===== src/sv/cosine_similarity_search_macros.svh =====
// ----------------------------------------------------------------------------
// Cosine similarity search assertion macros
// Shared concurrent assertion forms for the block's RTL.
// ----------------------------------------------------------------------------
`ifndef COSINE_SIMILARITY_SEARCH_MACROS_SVH
`define COSINE_SIMILARITY_SEARCH_MACROS_SVH

// Check a property on every clock edge outside reset.
`define CSS_ASSERT(lbl, prop) \
    lbl: assert property (@(posedge i_clk) disable iff (!i_rst_n) prop) \
        else $error("assertion failed");

// Check that a condition is followed by a consequence in the next cycle.
`define CSS_ASSERT_NEXT(lbl, ante, cons) \
    lbl: assert property (@(posedge i_clk) disable iff (!i_rst_n) (ante) |=> (cons)) \
        else $error("assertion failed");

`endif


===== src/sv/csim_pkg.sv =====
// ----------------------------------------------------------------------------
// Cosine similarity search package
// Widths, status codes and the request/response types of the ratio unit.
// ----------------------------------------------------------------------------
package csim_pkg;

    localparam int MAX_DIM    = 1024;
    localparam int ADDR_W     = $clog2(MAX_DIM);
    localparam int LEN_W      = ADDR_W + 1;
    localparam int ELEM_W     = 16;
    localparam int SQ_W       = 2 * ELEM_W;
    localparam int NORM_W     = SQ_W + LEN_W - 2;
    localparam int ACC_W      = NORM_W + 1;
    localparam int MUL_W      = ACC_W;
    localparam int PROD_W     = 2 * MUL_W;
    localparam int RATIO_W    = 15;
    localparam int RSHIFT     = 2 * RATIO_W;
    localparam int TRIAL_W    = PROD_W + RSHIFT + 2;
    localparam int SIM_W      = 16;
    localparam int STAT_W     = 2;
    localparam int IDX_W      = 16;
    localparam int IN_DATA_W  = 16;
    localparam int OUT_DATA_W = 40;

    localparam logic [STAT_W-1:0] STAT_OK    = 2'd0;
    localparam logic [STAT_W-1:0] STAT_ZERO  = 2'd1;
    localparam logic [STAT_W-1:0] STAT_LEN   = 2'd2;
    localparam logic [STAT_W-1:0] STAT_NOQRY = 2'd3;

    localparam logic CMD_QUERY = 1'b0;
    localparam logic CMD_CAND  = 1'b1;

    typedef struct packed {
        logic              start;
        logic [MUL_W-1:0]  nq;
        logic [MUL_W-1:0]  nv;
        logic [MUL_W-1:0]  mag;
    } t_ratio_req;

    typedef struct packed {
        logic               done;
        logic [RATIO_W-1:0] ratio;
    } t_ratio_rsp;

endpackage


===== src/sv/csim_ratio.sv =====
// ----------------------------------------------------------------------------
// Cosine ratio unit
// Finds the largest s below 2^15 with s^2*nq*nv <= 2^30*mag^2: two shift-add
// products, then one result bit per cycle.
// ----------------------------------------------------------------------------
module csim_ratio (
    input  logic                i_clk,
    input  logic                i_rst_n,
    input  csim_pkg::t_ratio_req i_req,
    output csim_pkg::t_ratio_rsp o_rsp
);
    import csim_pkg::*;

    localparam logic [1:0] RS_IDLE = 2'd0;
    localparam logic [1:0] RS_MUL1 = 2'd1;
    localparam logic [1:0] RS_MUL2 = 2'd2;
    localparam logic [1:0] RS_SRCH = 2'd3;

    logic [1:0]          r_state;
    logic                r_done;
    logic [5:0]          r_cnt;
    logic [PROD_W-1:0]   r_acc;
    logic [PROD_W-1:0]   r_mcand;
    logic [MUL_W-1:0]    r_mplier;
    logic [MUL_W-1:0]    r_mag;
    logic [PROD_W-1:0]   r_p;
    logic [TRIAL_W-1:0]  r_r;
    logic [TRIAL_W-1:0]  r_a;
    logic [TRIAL_W-1:0]  r_c;
    logic [TRIAL_W-1:0]  r_d;
    logic [RATIO_W-1:0]  r_s;

    logic [PROD_W-1:0]   w_acc_add;
    logic [TRIAL_W-1:0]  w_t;
    logic                w_take;

    always_comb begin
        w_acc_add = r_mplier[0] ? (r_acc + r_mcand) : r_acc;
        w_t       = r_a + r_c + r_d;
        w_take    = (w_t <= r_r);
    end

    always_ff @(posedge i_clk) begin
        if (!i_rst_n) begin
            r_state <= RS_IDLE;
            r_done  <= 1'b0;
        end else begin
            r_done <= 1'b0;
            unique case (r_state)
                RS_IDLE: begin
                    if (i_req.start) begin
                        r_state <= RS_MUL1;
                    end
                end
                RS_MUL1: begin
                    if (r_cnt == 6'd0) begin
                        r_state <= RS_MUL2;
                    end
                end
                RS_MUL2: begin
                    if (r_cnt == 6'd0) begin
                        r_state <= RS_SRCH;
                    end
                end
                RS_SRCH: begin
                    if (r_cnt == 6'd0) begin
                        r_state <= RS_IDLE;
                        r_done  <= 1'b1;
                    end
                end
                default: r_state <= RS_IDLE;
            endcase
        end
    end

    always_ff @(posedge i_clk) begin
        case (r_state)
            RS_IDLE: begin
                r_acc    <= '0;
                r_mcand  <= PROD_W'(i_req.nq);
                r_mplier <= i_req.nv;
                r_mag    <= i_req.mag;
                r_cnt    <= 6'(MUL_W - 1);
            end
            RS_MUL1, RS_MUL2: begin
                r_acc    <= w_acc_add;
                r_mcand  <= r_mcand << 1;
                r_mplier <= r_mplier >> 1;
                r_cnt    <= r_cnt - 6'd1;
                if (r_cnt == 6'd0) begin
                    if (r_state == RS_MUL1) begin
                        r_p      <= w_acc_add;
                        r_acc    <= '0;
                        r_mcand  <= PROD_W'(r_mag);
                        r_mplier <= r_mag;
                        r_cnt    <= 6'(MUL_W - 1);
                    end else begin
                        r_r   <= TRIAL_W'(w_acc_add) << RSHIFT;
                        r_a   <= '0;
                        r_c   <= '0;
                        r_d   <= TRIAL_W'(r_p) << (2 * (RATIO_W - 1));
                        r_s   <= '0;
                        r_cnt <= 6'(RATIO_W - 1);
                    end
                end
            end
            default: begin
                r_s   <= {r_s[RATIO_W-2:0], w_take};
                r_a   <= w_take ? w_t : r_a;
                r_c   <= (r_c >> 1) + (w_take ? r_d : '0);
                r_d   <= r_d >> 2;
                r_cnt <= r_cnt - 6'd1;
            end
        endcase
    end

    assign o_rsp.done  = r_done;
    assign o_rsp.ratio = r_s;

endmodule


===== config.mk =====
export PLATFORM = sky130hd
export DESIGN_NAME = csim_ratio
export DESIGN_NICKNAME = d
export VERILOG_FILES = /design/src/sv/cosine_similarity_search_macros.svh /design/src/sv/csim_pkg.sv /design/src/sv/csim_ratio.sv
export SDC_FILE = /design/constraint.sdc
export NUM_CORES = 2
export LEC_CHECK = 0
export BUFFER_PORTS_ARGS = -buffer_cell sky130_fd_sc_hd__buf_4
export CAP_MARGIN = 20
export CORE_ASPECT_RATIO = 2
export CORE_MARGIN = 10
export CORE_UTILIZATION = 58
export CTS_BUF_LIST = sky130_fd_sc_hd__clkbuf_8
export DETAILED_ROUTE_END_ITERATION = 16
export PLACE_DENSITY = 0.75
export RECOVER_POWER = 50
export SYNTH_ARGS = -nofsm -noshare
export SYNTH_HDL_FRONTEND = slang
export SYNTH_SLANG_ARGS = --single-unit
export TNS_END_PERCENT = 20

===== constraint.sdc =====
create_clock -name i_clk -period 28 [get_ports i_clk]
set_clock_uncertainty 0.2 [all_clocks]
set_input_delay 2.8 -clock i_clk [delete_from_list [all_inputs] [get_ports i_clk]]
set_output_delay 2.8 -clock i_clk [all_outputs]
set_load 0.03 [all_outputs]

After elaboration in Yosys (flattened, before gate mapping). Index checks and enable logic that the tools add are counted.

Bits of input ports: 129. Logic and storage cells: 72. Output and inout port bits: 16. Bits in registers: 792.

Equal/unequal tests: 9. Reduce and logical (&&, ||, !) cells: 11. Order comparisons: 1. Mux-type cells: 31. Add/subtract/negate cells: 5. Bitwise operators: 2.

Operators with widths (count): two-way mux 116 bit (6); case mux 116 bit (2 select lines) (3); two-way mux 84 bit (5); case mux 84 bit (2 select lines) (2); adder 116 bit (2); adder 115 x 116 -> 116 bit (1); less-or-equal comparator 116 x 114 -> 1 bit (1); adder 84 bit (1); two-way mux 42 bit (2); case mux 42 bit (2 select lines) (1); two-way mux 15 bit (2); case mux 15 bit (2 select lines) (1); two-way mux 6 bit (2); inequality test 2 bit (second input constant) (6); case mux 6 bit (2 select lines) (1); AND reduction 3 bit (3); two-way mux 2 bit (4); case mux 2 bit (4 select lines) (1); AND reduction 4 bit (2); logical NOT 6 bit (1); subtractor 6 x 1 -> 6 bit (second input constant) (1); equality test 2 bit (second input constant) (2); nonzero test 2 bit (2); equality test 2 x 1 -> 1 bit (second input constant) (1); 5 further kinds (6).

Logic depth before layout (Yosys ltp).
Depth in word-level cells: 6. Gate-level depth with buffers: 44. Depth with buffers taken out: 42.

Worst setup path after synthesis. OpenSTA, ideal clock, no wires.

Path type: register to register. Start: register r_state[0]. End: register r_a[0], enable pin. Stages on the path, launching flop included: 5. Arrival time: 22688 ps. Setup slack: 4628 ps. Period minus slack after synthesis: 23372 ps. Path through: dfxtp_1 inv_1 ha_1 a211oi_1 o21a_1.

Cells in the longest elaborated chain, start to end: 4. Elaborated cells on any way between the ends: 9.

RTL lines: start, declared (RTL line csim_ratio.sv:19) `logic [1:0] r_state;`; start signal, assigned (RTL line csim_ratio.sv:45) `r_state <= RS_IDLE;`; start signal, assigned (RTL line csim_ratio.sv:52) `r_state <= RS_MUL1;`; start signal, assigned (RTL line csim_ratio.sv:57) `r_state <= RS_MUL2;`; equality test 2 x 1 -> 1 bit / equality test 2 bit (equally long branches) (RTL line csim_ratio.sv:77, csim_ratio.sv:91); OR reduction 2 bit (RTL line csim_ratio.sv:77) `case (r_state)`; inequality test 2 bit (no source line) / nonzero test 2 bit (equally long branches); AND reduction 4 bit (no source line) (*); end signal, assigned (RTL line csim_ratio.sv:109) `r_a <= w_take ? w_t : r_a;`; end, declared (RTL line csim_ratio.sv:28) `logic [TRIAL_W-1:0] r_a;`.

Every way passes the cells marked *; elsewhere a longest branch is shown, timed or not. A chain may end at the register's enable or synchronous reset.

Final worst setup path.
Start: register r_c[23]. End: register r_c[86], data pin.

Cells in the longest elaborated chain, start to end: 6.

RTL lines: start, declared (RTL line csim_ratio.sv:29) `logic [TRIAL_W-1:0] r_c;`; start signal, assigned (RTL line csim_ratio.sv:110) `r_c <= (r_c >> 1) + (w_take ? r_d : '0);`; adder 116 bit (2 in a row) (RTL line csim_ratio.sv:39) `w_t = r_a + r_c + r_d;`; named net w_t[105] (RTL line csim_ratio.sv:34) `logic [TRIAL_W-1:0] w_t;`; less-or-equal comparator 116 x 114 -> 1 bit (RTL line csim_ratio.sv:40) `w_take = (w_t <= r_r);`; two-way mux 116 bit (RTL line csim_ratio.sv:110); adder 115 x 116 -> 116 bit (RTL line csim_ratio.sv:110); case mux 116 bit (2 select lines) (RTL line csim_ratio.sv:77).

The timed path passes the listed nets, and every way through them passes these cells.

==> impl_metrics.yaml <==
outcome:
  status: "complete, but fails checks"
  violations: "max-capacitance violations, max-slew violations"
routing:
  dr_total_vias: 42749
  drt-initial-drc-count: 3830
  totalWireLength_um: 156000
  detail_route.first_pass.iterations: 7
  ant_nets: 0
  drt-wirelength-per-cell_um: 23.0
  via_per_inst: 6.30
  post-route-drc-count: 0
critical_path:
  worstPathRequired_ps: 28370
  crit_type: "register to register"
  start_kind: "register"
  crit_fanout: 67
  path_delay_family: "simple AND/OR/NAND/NOR gates"
  arrival_ps: 13330
  slowest_stage: "o211ai_1"
  end_kind: "register"
  crit_buf_inv: 2
  max_stage_delay_ps: 1000
floorplan:
  die_w_um: 238
  rows: 160
  die-area_um2: 109000
  die_h_um: 456
  io_pins: 145
  start_util_pct: 58.3
  core_area_um2: 94700
clock_network:
  cts_tree: "built"
  ctsHtreeMaxLevel: 3
  cts_resized: 0
  clockRootBuffer: "clkbuf_8"
  cts_buffers: 115
  path_clk_slew_ps: 70
  cts_buffer_depth: 3
  postCtsSetupRepairBufs: 0
  clkLatencyLatePin_ps: 880
  clock-sinks: 788
  ctsHoldBuffers: 0
timing:
  finalSetupViolCount: 0
  max_slew_margin_pct: -346
  final_hold_viol_count: 0
  fin_tns_setup_ps: 0
  rsz0062_at_grt: "false"
  timing.fmax_ghz: 0.0772
  fin_crit_ps: 12960
  slew_violations: 1252
  max_slew.worst_pin.slew_ps: 6700
  finalCritPeriodShare_pct: 46.3
global_routing:
  grt_pass1_vias: 42822
  antenna_found_initial: 2
  grt_max_degree: 161
  grt_usage_pct: 28.4
  grt_overflow: 0
  grt_pass1_wl_um: 243000
yosys:
  ys_ff_latch: 788
  synthArstFlopShare_pct: 0
  synthCells: 5452
  synth_top_cell_area_share_pct: 42.4
  synthTopCellsByCount: "779 x edfxtp_1, 622 x a21oi_1, 489 x nor2_1"
  ys.flop_type: "edfxtp_1"
  synth_edf_count: 779
  synth_area_um2: 55200
  synth_top_area_cell: "edfxtp_1"
  postSynthAreaPerCell_um2: 10.1
  yosysMostFrequentCell: "edfxtp_1"
  synth.distinct_cells: 93
  synth_top_cells_by_area: "edfxtp_1 42%, ha_1 9.2%, a21oi_1 5.6%"
  ys_seq_area_share_pct: 42.7
  yosys_warnings: 0
  synth_nets: 6100
placed_design:
  gp_congestion: 0.982
  io_buffers: 144
  hpwlAfterDp_um: 120000
run:
  drv_cap: 19
finish:
  fin_nets: 6119
  drive_gt1_share_pct: 10.0
  fillers: 7736
  area_delta_synth_final_pct: 7.66
min_path:
  min_path_type: "register to register"
==> final cells by class <==
| class | count | area (um2) | share of cell area [%] |
|---|---|---|---|
| diodes | 2 | 5.00 | 0.00842 |
| well taps | 1215 | 1520 | 2.56 |
| clock inverters | 98 | 972 | 1.64 |
| inverters | 193 | 726 | 1.22 |
| clock buffers | 115 | 1580 | 2.66 |
| flip-flops and latches | 788 | 23600 | 39.7 |
| repair buffers | 181 | 1290 | 2.17 |
| multi-input cells | 4192 | 29800 | 50.1 |
==> cell families after synthesis <==
logic type | share of synthesized area [%]
compound gates | 16.7
xor+xnor | 4.70
fa+ha+maj | 13.3
buf+inv | 3.38
flops | 42.7
mux | 3.47
simple gates | 15.7
==> flip-flops by register name, summed over array words and instances, names as in the netlist <==
register	cells
r_a	116
r_acc	84
r_c	116
r_cnt	6
r_d	112
r_done	1
r_mag	42
r_mcand	84
r_mplier	42
r_p	84
r_r	84
r_s	15
r_state	2
==> worst paths after layout <==
check	start	cells past startpoint	slack [ps]	to
setup / recovery	r_c[23]	38	15040	r_c[86]
hold / removal	r_p[82]	1	330	r_d[110]
setup reg to reg	r_c[23]	38	15040	r_c[86]
hold reg to reg	r_p[82]	1	330	r_d[110]
==> worst reg2reg max path: cells and delay by family (launching register included) <==
kind / cells / cell delay, ps
simple gates: 19 / 5230
compound gates: 11 / 3840
fa+ha+maj: 4 / 1630
buf+inv: 2 / 840
flops: 1 / 420
mux: 1 / 370
xor+xnor: 1 / 140
==> stage by stage <==
step | instances | instance area [um2] | util, % | hold WS (ps) | setup WS (ps)
after floorplan | 5452 | 55200 | - | 302 | 4630
after global placement | 6564 | 57000 | 60.2 | 308 | 15310
after detailed placement | 6568 | 57000 | 60.2 | 310 | 15310
after CTS | 6781 | 59600 | 62.9 | 324 | 15290
after global routing | 6784 | 59400 | 62.8 | 349 | 14500
final | 6784 | 59400 | 62.8 | 327 | 15040
==> layout by cell type, fill, tap and decap left out, types with 34 or more instances in the layout <==
cell type / instances
a21oi_1: 622
a21o_1: 196
fa_1: 115
xnor2_1: 179
and3_1: 113
edfxtp_1: 779
and2_4: 50
nand2_1: 339
o21ai_0: 259
a211oi_1: 37
nor4_1: 34
and2_1: 223
nor3_1: 66
mux2_2: 132
ha_1: 404
nor2_1: 488
clkbuf_8: 115
o21bai_1: 96
inv_1: 217
nand4_1: 152
nand3_1: 59
a31oi_1: 43
xor2_1: 117
buf_4: 120
nor2b_1: 69
clkbuf_4: 42
==> routing by layer <==
metal / global-route usage, % / share of wire [%] / vias to the layer above / wire length, um
met1: 38.6 / 44 / 20621 / 68100
met3: 4.34 / 6.5 / 325 / 10100
met2: 44.3 / 45 / 1665 / 70900
li1: - / - / 20138 / -
met4: 12.6 / 4.5 / 0 / 7100
met5: 0 / 0 / - / 0
Power is left out: the tool's default activity adds up to more than one toggle a clock period on the data nets, which glitch-free logic cannot reach.
